$ cat src/rtl/sbht_pkg.sv
// ----------------------------------------------------------------------------
// sbht_pkg: shared types and constants of the stepper bank tracker
// Opcodes, sequencer states, default sizes and the half-step coil table.
// ----------------------------------------------------------------------------
package sbht_pkg;

  localparam int NUM_MOTORS_DEF = 22;
  localparam int POS_WIDTH_DEF  = 16;
  localparam int PHASE_W        = 3;   // eight half-step phases
  localparam int COIL_W         = 4;
  localparam int MASK_W         = 22;
  localparam int MOTOR_W        = 5;
  localparam int VALUE_W        = 16;
  localparam int OP_W           = 2;
  localparam int CMD_FIFO_DEPTH = 4;

  typedef enum logic [OP_W-1:0] {
    OP_TICK    = 2'd0,
    OP_SET_TGT = 2'd1,
    OP_SET_POS = 2'd2,
    OP_READ    = 2'd3
  } cmd_op_t;

  typedef enum logic [1:0] {
    ST_IDLE,
    ST_FETCH,
    ST_EXEC
  } back_state_t;

  // Half-step coil drive; bit 3 is the first coil.
  function automatic logic [COIL_W-1:0] coil_of(input logic [PHASE_W-1:0] ph);
    logic [COIL_W-1:0] c;
    unique case (ph)
      3'd0: c = 4'd8;
      3'd1: c = 4'd12;
      3'd2: c = 4'd4;
      3'd3: c = 4'd6;
      3'd4: c = 4'd2;
      3'd5: c = 4'd3;
      3'd6: c = 4'd1;
      3'd7: c = 4'd9;
      default: c = 4'd8;
    endcase
    return c;
  endfunction

endpackage

$ cat src/rtl/stepper_bank_half_step_tracker_top.sv
// ----------------------------------------------------------------------------
// stepper_bank_half_step_tracker_top: half-step tracker for a stepper bank
// Holds position, target and phase per motor; ticks step all motors.
// ----------------------------------------------------------------------------
// Usage:
//   Input channel (in_valid/in_stall): one beat is a command. op selects tick,
//   set target, set position or read motor; in_motor picks the motor for set
//   and read; in_value carries the new target or position.
//   Output channel (out_valid/out_stall): a tick yields NUM_MOTORS beats in
//   motor order, out_last on the final one, out_moving set on all of them if
//   any motor stepped. A read yields one beat with moving low and last high.
//   Sets and commands for a missing motor yield nothing.
//   cfg_wr_en/cfg_wr_data write the reverse mask; write only while idle.
// Sequencing:
//   Commands wait in a four-entry queue. The back end takes a command in
//   IDLE and fetches from the stores in FETCH; in EXEC a set retires and a
//   read puts its beat in the output register once that register is free.
//   A tick streams one motor per cycle while the output is not stalled
//   (prefetch of motor i+1 overlaps the write-back of motor i); the single
//   read port of the stores sets that pace.
// Reset clears all motor state to zero and the mask; no clearing pass is
// needed. When out_stall is high the result and the tick sequence hold in
// place; the queue keeps taking commands until it fills.
// ----------------------------------------------------------------------------
module stepper_bank_half_step_tracker_top #(
  parameter int NUM_MOTORS = sbht_pkg::NUM_MOTORS_DEF,
  parameter int POS_WIDTH  = sbht_pkg::POS_WIDTH_DEF
) (
  input  logic                          clk,
  input  logic                          rst_n,
  // configuration
  input  logic                          cfg_wr_en,
  input  logic [sbht_pkg::MASK_W-1:0]   cfg_wr_data,
  // command beats
  input  logic                          in_valid,
  output logic                          in_stall,
  input  logic [sbht_pkg::OP_W-1:0]     in_op,
  input  logic [sbht_pkg::MOTOR_W-1:0]  in_motor,
  input  logic [sbht_pkg::VALUE_W-1:0]  in_value,
  // result beats
  output logic                          out_valid,
  input  logic                          out_stall,
  output logic [sbht_pkg::MOTOR_W-1:0]  out_motor_index,
  output logic [sbht_pkg::COIL_W-1:0]   out_coil_pattern,
  output logic [sbht_pkg::VALUE_W-1:0]  out_position,
  output logic [sbht_pkg::VALUE_W-1:0]  out_target,
  output logic                          out_moving,
  output logic                          out_last
);

  localparam int IDX_W = (NUM_MOTORS > 1) ? $clog2(NUM_MOTORS) : 1;
  localparam int CMD_W = sbht_pkg::OP_W + IDX_W + POS_WIDTH;

  logic             q_push, q_pop, q_full, q_empty;
  logic [CMD_W-1:0] q_wdata, q_head;

  // front: classify and queue commands
  sbht_front #(.NUM_MOTORS(NUM_MOTORS), .POS_WIDTH(POS_WIDTH)) u_front (
    .in_valid (in_valid),
    .in_stall (in_stall),
    .in_op    (in_op),
    .in_motor (in_motor),
    .in_value (in_value),
    .q_full   (q_full),
    .q_push   (q_push),
    .q_data   (q_wdata)
  );

  // decouples command intake from tick streaming
  sbht_fifo #(.WIDTH(CMD_W), .DEPTH(sbht_pkg::CMD_FIFO_DEPTH)) u_cmd_q (
    .clk       (clk),
    .rst_n     (rst_n),
    .push      (q_push),
    .push_data (q_wdata),
    .pop       (q_pop),
    .head_data (q_head),
    .full      (q_full),
    .empty     (q_empty)
  );

  // back: stores, stepping datapath and output register
  sbht_back #(.NUM_MOTORS(NUM_MOTORS), .POS_WIDTH(POS_WIDTH)) u_back (
    .clk              (clk),
    .rst_n            (rst_n),
    .cfg_wr_en        (cfg_wr_en),
    .cfg_wr_data      (cfg_wr_data),
    .q_empty          (q_empty),
    .q_data           (q_head),
    .q_pop            (q_pop),
    .out_valid        (out_valid),
    .out_stall        (out_stall),
    .out_motor_index  (out_motor_index),
    .out_coil_pattern (out_coil_pattern),
    .out_position     (out_position),
    .out_target       (out_target),
    .out_moving       (out_moving),
    .out_last         (out_last)
  );

endmodule

$ cat src/rtl/sbht_ram.sv
// ----------------------------------------------------------------------------
// sbht_ram: generic single-write, single-read RAM
// One write port, one read port with registered read data held when idle.
// ----------------------------------------------------------------------------
module sbht_ram #(
  parameter int WIDTH = 16,
  parameter int DEPTH = 22
) (
  input  logic                                  clk,
  input  logic                                  we,
  input  logic [((DEPTH > 1) ? $clog2(DEPTH) : 1)-1:0] waddr,
  input  logic [WIDTH-1:0]                      wdata,
  input  logic                                  re,
  input  logic [((DEPTH > 1) ? $clog2(DEPTH) : 1)-1:0] raddr,
  output logic [WIDTH-1:0]                      rdata
);

  logic [WIDTH-1:0] mem [DEPTH];
  logic [WIDTH-1:0] rdata_r;

  always_ff @(posedge clk) begin
    if (we) begin
      mem[waddr] <= wdata;
    end
    if (re) begin
      rdata_r <= mem[raddr];
    end
  end

  assign rdata = rdata_r;

endmodule

$ cat src/rtl/sbht_fifo.sv
// ----------------------------------------------------------------------------
// sbht_fifo: short command queue between front and back
// Registered storage, first-word-fall-through read.
// ----------------------------------------------------------------------------
module sbht_fifo #(
  parameter int WIDTH = 8,
  parameter int DEPTH = sbht_pkg::CMD_FIFO_DEPTH
) (
  input  logic             clk,
  input  logic             rst_n,
  input  logic             push,
  input  logic [WIDTH-1:0] push_data,
  input  logic             pop,
  output logic [WIDTH-1:0] head_data,
  output logic             full,
  output logic             empty
);

  localparam int PW = (DEPTH > 1) ? $clog2(DEPTH) : 1;
  localparam int CW = $clog2(DEPTH + 1);

  logic [WIDTH-1:0] slot_r [DEPTH];
  logic [PW-1:0]    wr_ptr_r, wr_ptr_nxt;
  logic [PW-1:0]    rd_ptr_r, rd_ptr_nxt;
  logic [CW-1:0]    cnt_r, cnt_nxt;
  logic             do_push, do_pop;

  assign full      = (cnt_r == CW'(DEPTH));
  assign empty     = (cnt_r == '0);
  assign do_push   = push && !full;
  assign do_pop    = pop && !empty;
  assign head_data = slot_r[rd_ptr_r];

  always_comb begin
    wr_ptr_nxt = wr_ptr_r;
    rd_ptr_nxt = rd_ptr_r;
    cnt_nxt    = cnt_r;
    if (do_push) begin
      wr_ptr_nxt = (wr_ptr_r == PW'(DEPTH - 1)) ? '0 : wr_ptr_r + 1'b1;
    end
    if (do_pop) begin
      rd_ptr_nxt = (rd_ptr_r == PW'(DEPTH - 1)) ? '0 : rd_ptr_r + 1'b1;
    end
    if (do_push && !do_pop) begin
      cnt_nxt = cnt_r + 1'b1;
    end else if (do_pop && !do_push) begin
      cnt_nxt = cnt_r - 1'b1;
    end
  end

  always_ff @(posedge clk) begin
    if (!rst_n) begin
      wr_ptr_r <= '0;
      rd_ptr_r <= '0;
      cnt_r    <= '0;
    end else begin
      wr_ptr_r <= wr_ptr_nxt;
      rd_ptr_r <= rd_ptr_nxt;
      cnt_r    <= cnt_nxt;
    end
  end

  always_ff @(posedge clk) begin
    if (do_push) begin
      slot_r[wr_ptr_r] <= push_data;
    end
  end

endmodule

$ cat src/rtl/sbht_front.sv
// ----------------------------------------------------------------------------
// sbht_front: input beat acceptance and command classification
// Drops set/read beats aimed at a missing motor, packs the rest for the queue.
// ----------------------------------------------------------------------------
module sbht_front #(
  parameter int NUM_MOTORS = sbht_pkg::NUM_MOTORS_DEF,
  parameter int POS_WIDTH  = sbht_pkg::POS_WIDTH_DEF
) (
  input  logic                                     in_valid,
  output logic                                     in_stall,
  input  logic [sbht_pkg::OP_W-1:0]                in_op,
  input  logic [sbht_pkg::MOTOR_W-1:0]             in_motor,
  input  logic [sbht_pkg::VALUE_W-1:0]             in_value,
  input  logic                                     q_full,
  output logic                                     q_push,
  output logic [sbht_pkg::OP_W + ((NUM_MOTORS > 1) ? $clog2(NUM_MOTORS) : 1)
                + POS_WIDTH - 1:0]                 q_data
);

  localparam int IDX_W = (NUM_MOTORS > 1) ? $clog2(NUM_MOTORS) : 1;

  sbht_pkg::cmd_op_t                          op;
  logic                                       in_range;
  logic [IDX_W+sbht_pkg::MOTOR_W-1:0]         motor_ext;
  logic [POS_WIDTH+sbht_pkg::VALUE_W-1:0]     value_ext;

  assign op        = sbht_pkg::cmd_op_t'(in_op);
  assign in_range  = (32'(in_motor) < 32'(NUM_MOTORS));
  assign motor_ext = {{IDX_W{1'b0}}, in_motor};
  assign value_ext = {{POS_WIDTH{1'b0}}, in_value};

  assign in_stall = q_full;
  // Out-of-range set/read beats are accepted and dropped here.
  assign q_push   = in_valid && !q_full && ((op == sbht_pkg::OP_TICK) || in_range);
  assign q_data   = {in_op, motor_ext[IDX_W-1:0], value_ext[POS_WIDTH-1:0]};

endmodule

$ cat src/rtl/sbht_back.sv
// ----------------------------------------------------------------------------
// sbht_back: command execution over the motor stores
// Fetch/execute sequencer; a tick streams one motor per cycle unless stalled.
// ----------------------------------------------------------------------------
module sbht_back #(
  parameter int NUM_MOTORS = sbht_pkg::NUM_MOTORS_DEF,
  parameter int POS_WIDTH  = sbht_pkg::POS_WIDTH_DEF
) (
  input  logic                                clk,
  input  logic                                rst_n,
  input  logic                                cfg_wr_en,
  input  logic [sbht_pkg::MASK_W-1:0]         cfg_wr_data,
  input  logic                                q_empty,
  input  logic [sbht_pkg::OP_W + ((NUM_MOTORS > 1) ? $clog2(NUM_MOTORS) : 1)
                + POS_WIDTH - 1:0]            q_data,
  output logic                                q_pop,
  output logic                                out_valid,
  input  logic                                out_stall,
  output logic [sbht_pkg::MOTOR_W-1:0]        out_motor_index,
  output logic [sbht_pkg::COIL_W-1:0]         out_coil_pattern,
  output logic [sbht_pkg::VALUE_W-1:0]        out_position,
  output logic [sbht_pkg::VALUE_W-1:0]        out_target,
  output logic                                out_moving,
  output logic                                out_last
);

  localparam int IDX_W = (NUM_MOTORS > 1) ? $clog2(NUM_MOTORS) : 1;
  localparam int PH_W  = sbht_pkg::PHASE_W;
  localparam int OUT_W = sbht_pkg::VALUE_W;

  sbht_pkg::back_state_t state_r, state_nxt;

  sbht_pkg::cmd_op_t        op_r;
  logic [IDX_W-1:0]         cur_r;
  logic [POS_WIDTH-1:0]     val_r;
  logic                     moving_r;
  logic [sbht_pkg::MASK_W-1:0] rev_mask_r;
  logic [NUM_MOTORS-1:0]    pos_vld_r, tgt_vld_r, ph_vld_r;
  logic [NUM_MOTORS-1:0]    off_r;   // position != target, per motor

  // queue head
  sbht_pkg::cmd_op_t        cmd_op;
  logic [IDX_W-1:0]         cmd_idx;
  logic [POS_WIDTH-1:0]     cmd_val;

  // store read data
  logic [POS_WIDTH-1:0]     pos_q, tgt_q;
  logic [PH_W-1:0]          ph_q;
  logic [POS_WIDTH-1:0]     p, t;
  logic [PH_W-1:0]          ph;

  // step datapath
  logic                     differ, up, rev, fwd, is_last, out_free;
  logic [sbht_pkg::MASK_W-1:0] rev_sh;
  logic [POS_WIDTH-1:0]     p_step;
  logic [PH_W-1:0]          ph_step;
  logic [IDX_W-1:0]         cur_inc;

  // sequencer controls
  logic                     rd_en, pos_we, tgt_we, ph_we, off_we, off_val;
  logic                     out_load, advance;
  logic [IDX_W-1:0]         rd_addr;
  logic [POS_WIDTH-1:0]     pos_wd;
  logic [POS_WIDTH-1:0]     o_pos;
  logic [PH_W-1:0]          o_ph;
  logic                     o_moving, o_last;

  // output register
  logic                     out_valid_r, out_valid_nxt;
  logic [sbht_pkg::MOTOR_W-1:0] out_idx_r;
  logic [sbht_pkg::COIL_W-1:0]  out_coil_r;
  logic [OUT_W-1:0]         out_pos_r, out_tgt_r;
  logic                     out_moving_r, out_last_r;
  logic [IDX_W+sbht_pkg::MOTOR_W-1:0] idx_ext;
  logic [POS_WIDTH+OUT_W-1:0]         pos_ext, tgt_ext;

  assign cmd_op  = sbht_pkg::cmd_op_t'(q_data[IDX_W+POS_WIDTH +: sbht_pkg::OP_W]);
  assign cmd_idx = q_data[POS_WIDTH +: IDX_W];
  assign cmd_val = q_data[POS_WIDTH-1:0];

  sbht_ram #(.WIDTH(POS_WIDTH), .DEPTH(NUM_MOTORS)) u_pos_ram (
    .clk(clk), .we(pos_we), .waddr(cur_r), .wdata(pos_wd),
    .re(rd_en), .raddr(rd_addr), .rdata(pos_q)
  );

  sbht_ram #(.WIDTH(POS_WIDTH), .DEPTH(NUM_MOTORS)) u_tgt_ram (
    .clk(clk), .we(tgt_we), .waddr(cur_r), .wdata(val_r),
    .re(rd_en), .raddr(rd_addr), .rdata(tgt_q)
  );

  sbht_ram #(.WIDTH(PH_W), .DEPTH(NUM_MOTORS)) u_ph_ram (
    .clk(clk), .we(ph_we), .waddr(cur_r), .wdata(ph_step),
    .re(rd_en), .raddr(rd_addr), .rdata(ph_q)
  );

  // never-written entries read as zero
  assign p  = pos_vld_r[cur_r] ? pos_q : '0;
  assign t  = tgt_vld_r[cur_r] ? tgt_q : '0;
  assign ph = ph_vld_r[cur_r]  ? ph_q  : '0;

  assign differ  = (p != t);
  assign up      = (p < t);
  assign rev_sh  = rev_mask_r >> cur_r;
  assign rev     = rev_sh[0];
  assign fwd     = up ^ rev;
  assign p_step  = differ ? (up ? p + 1'b1 : p - 1'b1) : p;
  assign ph_step = differ ? (fwd ? ph + 1'b1 : ph - 1'b1) : ph;
  assign is_last = (cur_r == IDX_W'(NUM_MOTORS - 1));
  assign cur_inc = cur_r + 1'b1;
  assign out_free = !out_valid_r || !out_stall;

  // next state
  always_comb begin
    state_nxt = state_r;
    unique case (state_r)
      sbht_pkg::ST_IDLE: begin
        if (!q_empty) state_nxt = sbht_pkg::ST_FETCH;
      end
      sbht_pkg::ST_FETCH: begin
        state_nxt = sbht_pkg::ST_EXEC;
      end
      sbht_pkg::ST_EXEC: begin
        unique case (op_r)
          sbht_pkg::OP_TICK: begin
            if (out_free && is_last) state_nxt = sbht_pkg::ST_IDLE;
          end
          sbht_pkg::OP_READ: begin
            if (out_free) state_nxt = sbht_pkg::ST_IDLE;
          end
          sbht_pkg::OP_SET_TGT,
          sbht_pkg::OP_SET_POS: begin
            state_nxt = sbht_pkg::ST_IDLE;
          end
          default: state_nxt = sbht_pkg::ST_IDLE;
        endcase
      end
      default: state_nxt = sbht_pkg::ST_IDLE;
    endcase
  end

  // sequencer outputs
  always_comb begin
    q_pop    = 1'b0;
    rd_en    = 1'b0;
    rd_addr  = cur_r;
    pos_we   = 1'b0;
    pos_wd   = p_step;
    tgt_we   = 1'b0;
    ph_we    = 1'b0;
    off_we   = 1'b0;
    off_val  = differ;
    out_load = 1'b0;
    advance  = 1'b0;
    o_pos    = p;
    o_ph     = ph;
    o_moving = 1'b0;
    o_last   = 1'b1;
    unique case (state_r)
      sbht_pkg::ST_IDLE: begin
        q_pop = !q_empty;
      end
      sbht_pkg::ST_FETCH: begin
        rd_en = 1'b1;
      end
      sbht_pkg::ST_EXEC: begin
        unique case (op_r)
          sbht_pkg::OP_TICK: begin
            if (out_free) begin
              pos_we   = 1'b1;
              ph_we    = 1'b1;
              off_we   = 1'b1;
              off_val  = (p_step != t);
              out_load = 1'b1;
              o_pos    = p_step;
              o_ph     = ph_step;
              o_moving = moving_r;
              o_last   = is_last;
              if (!is_last) begin
                // prefetch the next motor while this one retires
                advance = 1'b1;
                rd_en   = 1'b1;
                rd_addr = cur_inc;
              end
            end
          end
          sbht_pkg::OP_SET_TGT: begin
            tgt_we  = 1'b1;
            off_we  = 1'b1;
            off_val = (p != val_r);
          end
          sbht_pkg::OP_SET_POS: begin
            pos_we  = 1'b1;
            pos_wd  = val_r;
            off_we  = 1'b1;
            off_val = (val_r != t);
          end
          sbht_pkg::OP_READ: begin
            out_load = out_free;
          end
          default: begin
          end
        endcase
      end
      default: begin
      end
    endcase
  end

  always_ff @(posedge clk) begin
    if (!rst_n) begin
      state_r    <= sbht_pkg::ST_IDLE;
      rev_mask_r <= '0;
      pos_vld_r  <= '0;
      tgt_vld_r  <= '0;
      ph_vld_r   <= '0;
      off_r      <= '0;
    end else begin
      state_r <= state_nxt;
      if (cfg_wr_en) rev_mask_r <= cfg_wr_data;
      if (pos_we) pos_vld_r[cur_r] <= 1'b1;
      if (tgt_we) tgt_vld_r[cur_r] <= 1'b1;
      if (ph_we)  ph_vld_r[cur_r]  <= 1'b1;
      if (off_we) off_r[cur_r]     <= off_val;
    end
  end

  // command context
  always_ff @(posedge clk) begin
    if (q_pop) begin
      op_r     <= cmd_op;
      cur_r    <= (cmd_op == sbht_pkg::OP_TICK) ? '0 : cmd_idx;
      val_r    <= cmd_val;
      moving_r <= |off_r;
    end else if (advance) begin
      cur_r <= cur_inc;
    end
  end

  // output register
  assign out_valid_nxt = out_load ? 1'b1 : (out_valid_r && out_stall);
  assign idx_ext = {{sbht_pkg::MOTOR_W{1'b0}}, cur_r};
  assign pos_ext = {{OUT_W{1'b0}}, o_pos};
  assign tgt_ext = {{OUT_W{1'b0}}, t};

  always_ff @(posedge clk) begin
    if (!rst_n) begin
      out_valid_r <= 1'b0;
    end else begin
      out_valid_r <= out_valid_nxt;
    end
  end

  always_ff @(posedge clk) begin
    if (out_load) begin
      out_idx_r    <= idx_ext[sbht_pkg::MOTOR_W-1:0];
      out_coil_r   <= sbht_pkg::coil_of(o_ph);
      out_pos_r    <= pos_ext[OUT_W-1:0];
      out_tgt_r    <= tgt_ext[OUT_W-1:0];
      out_moving_r <= o_moving;
      out_last_r   <= o_last;
    end
  end

  assign out_valid        = out_valid_r;
  assign out_motor_index  = out_idx_r;
  assign out_coil_pattern = out_coil_r;
  assign out_position     = out_pos_r;
  assign out_target       = out_tgt_r;
  assign out_moving       = out_moving_r;
  assign out_last         = out_last_r;

endmodule

$ cat config.mk
export PLATFORM = sky130hd
export DESIGN_NAME = stepper_bank_half_step_tracker_top
export DESIGN_NICKNAME = d
export VERILOG_FILES = /design/src/rtl/sbht_pkg.sv /design/src/rtl/stepper_bank_half_step_tracker_top.sv /design/src/rtl/sbht_ram.sv /design/src/rtl/sbht_fifo.sv /design/src/rtl/sbht_front.sv /design/src/rtl/sbht_back.sv
export SDC_FILE = /design/constraint.sdc
export NUM_CORES = 1
export LEC_CHECK = 0
export ABC_AREA = 1
export BUFFER_PORTS_ARGS = -buffer_cell sky130_fd_sc_hd__buf_2
export CORE_MARGIN = 2
export CORE_UTILIZATION = 38
export CTS_CLUSTER_DIAMETER = 200
export DETAILED_ROUTE_END_ITERATION = 6
export GPL_ROUTABILITY_DRIVEN = 0
export PLACE_DENSITY = 0.52
export SLEW_MARGIN = 20
export SYNTH_ARGS = -nofsm -noshare
export SYNTH_HDL_FRONTEND = slang
export SYNTH_SLANG_ARGS = --single-unit
export TNS_END_PERCENT = 50
$ cat constraint.sdc
create_clock -name clk -period 9.1 [get_ports clk]
set_input_delay 0.455 -clock clk [delete_from_list [all_inputs] [get_ports clk]]
set_output_delay 0.455 -clock clk [all_outputs]
set_load 0.01 [all_outputs]
==> results.md <==
* Status: complete, no violations
* Synth Register Bits at 1086
* Max stage delay cell, worst path: edfxtp_1
* Routed length per placed instance at 23.65 um
* Syn_nets at 4005
* Clock root buffer master: clkbuf_16
* Most frequent CP cell: nand2_1
* Post-Syn Instances at 3905
* Pre-CTS worst setup slack at 1.968 ns
* Worst-path fanout max at 36
* Synth cell count leaders: 964 x edfxtp_1, 763 x nor2_1, 594 x o21ai_0
* Final Max Slew Viols at 0
* Setup ws final at 1.788 ns
* Setup violation total in the final timing report at 0
* Port bufs at 94
* Later-pin clock latency in the skew report at 0.72 ns
* Routed Antenna Nets at 0
* Worst path required time at 9.66 ns
* Type of origin of the critical path: flop
* Gr usage total at 21.74%
* Num ports at 95
* Clk sinks at 1086
* Max Cap Viol at 0
* Worst EP arrival at 7.87 ns
* Initial antenna violation count at 1
* Vias at 30.63k
* Pre-antenna DRT Iters at 5
* Final WL at 133600 um
* Non-filler cells, final at 5648
* Worst-Margin Slew at 1.047 ns
* Clock skew at 0.02453 ns
* Mapped Avg Cell Area at 11.52 sq um
* Count of yosys warnings during synthesis at 0
* TritonCTS clock tree: yes
* Residual DRC count at 0
* Die span in x at 348.0 um
* Clk buf depth at 3
* Clock transition at the registers of the reported paths at 0.06 ns
* Yosys cell types at 54
* Final Critical Period at 7.312 ns
* Rel. slew slack at 29.94%
* Sequential area share after synthesis at 69.79%
* CP Class: reg -> reg
* Post-Synthesis Cell Area at 44980 sq um
* 1st-iter DRT viols at 3111
* Largest net degree at the start of global routing at 186
* Post-synth top area share at 64.36%
* Dpl hpwl at 78340 um
* Num rows at 126
* Synth Flop Type: edfxtp_1
* Setup TNS at 0 ns
* CP endpoint kind: flop
* Layout cell share with drive strength beyond 1 at 11.19%
* Post-synth top area cell: edfxtp_1
* Final Hold Viols at 0
* Core area at 117800 sq um
* Fin util at 43.80%
* Post-synth ARST share at 0%
* Dpl cells at 5389
* Global-route wire length before repair at 194700 um
* Fmax achieved at 136.8 MHz
* Initial core utilization at 38.19%
* RSZ-0062 raised after global routing: no
* Nets at 4112
* CTS H-tree depth at 3
* Most common cell in the synthesized netlist: edfxtp_1
* Worst hold path type: in -> reg
* Die area at 121100 sq um
* Total grt overflow at 0
* Number of global-route vias before repair at 29.11k
* Vias per cell at 5.423
* Syn-to-layout area delta at 14.68%
* Final worst path period share at 80.36%
* Area contributors post-synth: edfxtp_1 64%, o21ai_0 6.6%, nor2_1 6.4%, dfxtp_1 5.4%, nand2_1 3.5%
* Inserted Clock Buffers at 112
* Worst path max stage delay at 0.86 ns
* EDFF count, synth at 964
* Height of the chip at 348.0 um
* Filler cells at 10.92k
==> flip-flops by register name, indices dropped and copies added, names as in the netlist, 66 cells and up, named ones only <==
name                  cells
u_back.u_ph_ram.mem      66
u_cmd_q.slot_r           92
u_back.u_pos_ram.mem    352
u_back.u_tgt_ram.mem    352
==> final timing paths <==
kind	start	endpoint	slack, ns	cells past startpoint
min reg2reg	u_back.tgt_vld_r[7]	u_back.tgt_vld_r[7]	0.46	1
min	cfg_wr_en	u_back.rev_mask_r[13]	0.24	3
max	u_back.cur_r[0]	u_back.off_r[16]	1.79	38
max reg2reg	u_back.cur_r[0]	u_back.off_r[16]	1.79	38
==> worst max-delay path, delay by kind of cell (launching register included) <==
family                   cells  cell delay (ns)
adder cells (fa/ha/maj)      2             0.81
flip-flops                   1             0.86
AND/OR/NAND/NOR             25             3.70
buffers and inverters        6             0.97
AO/OA/AOI/OAI                5             0.74
==> cell families (layout without fill, tap and decap cells) <==
logic type	after synthesis	count (layout)	share of synthesized area [%]
simple gates	1332	1332	11.78
flops	1086	1086	69.79
compound gates	971	971	12.52
buf+inv	434	640	3.845
fa+ha+maj	50	50	1.441
xor+xnor	32	32	0.6231
other cells	0	1	0
==> per-layer routing <==
| layer | up-vias | global-route usage [%] | part of all wire (%) | wire length, um |
|---|---|---|---|---|
| li1 | 14210 | - | - | - |
| met1 | 15130 | 30.77 | 44 | 59250 |
| met2 | 1065 | 33.82 | 45 | 60430 |
| met3 | 231 | 3.752 | 7.1 | 9507 |
| met4 | 0 | 7.536 | 3.3 | 4388 |
| met5 | - | 0 | 0 | 0 |
==> final cells by class <==
| type | count | area [sq um] | share of cell area [%] |
|---|---|---|---|
| sequential | 1086 | 31390 | 60.86 |
| multi-input combinational | 2385 | 12170 | 23.59 |
| timing repair buffer | 221 | 1587 | 3.076 |
| inverter | 206 | 792.0 | 1.536 |
| antenna | 1 | 2.502 | 0.004852 |
| clock buffer | 146 | 3064 | 5.941 |
| tap | 1536 | 1922 | 3.726 |
| clock inverter | 67 | 655.6 | 1.271 |
==> through the flow <==
step	hold slack (ns)	cell area [sq um]
after floorplan	0.4206	44980
after global placement	0.4454	47410
after detailed placement	0.4555	47410
after CTS	0.2106	51580
after global routing	0.2726	51580
final	0.2440	51580
==> repair_timing <==
item,4_1_cts,5_1_grt
hold buffers,45,0
resized for setup,0,0
buffers inserted,0,0
endpoints found under the hold margin,114,0
==> placed cells by master, fill, tap and decap left out, types with 78 or more instances in the layout <==
cell	count
buf_4	78
inv_1	191
o21ai_0	591
clkbuf_16	114
edfxtp_1	964
buf_2	94
nand2_1	415
o22ai_1	136
dfxtp_1	122
nand3_1	100
nor2_1	713
Power is left out: the tool's default activity adds up to more than one toggle a clock period on the data nets, which glitch-free logic cannot reach.
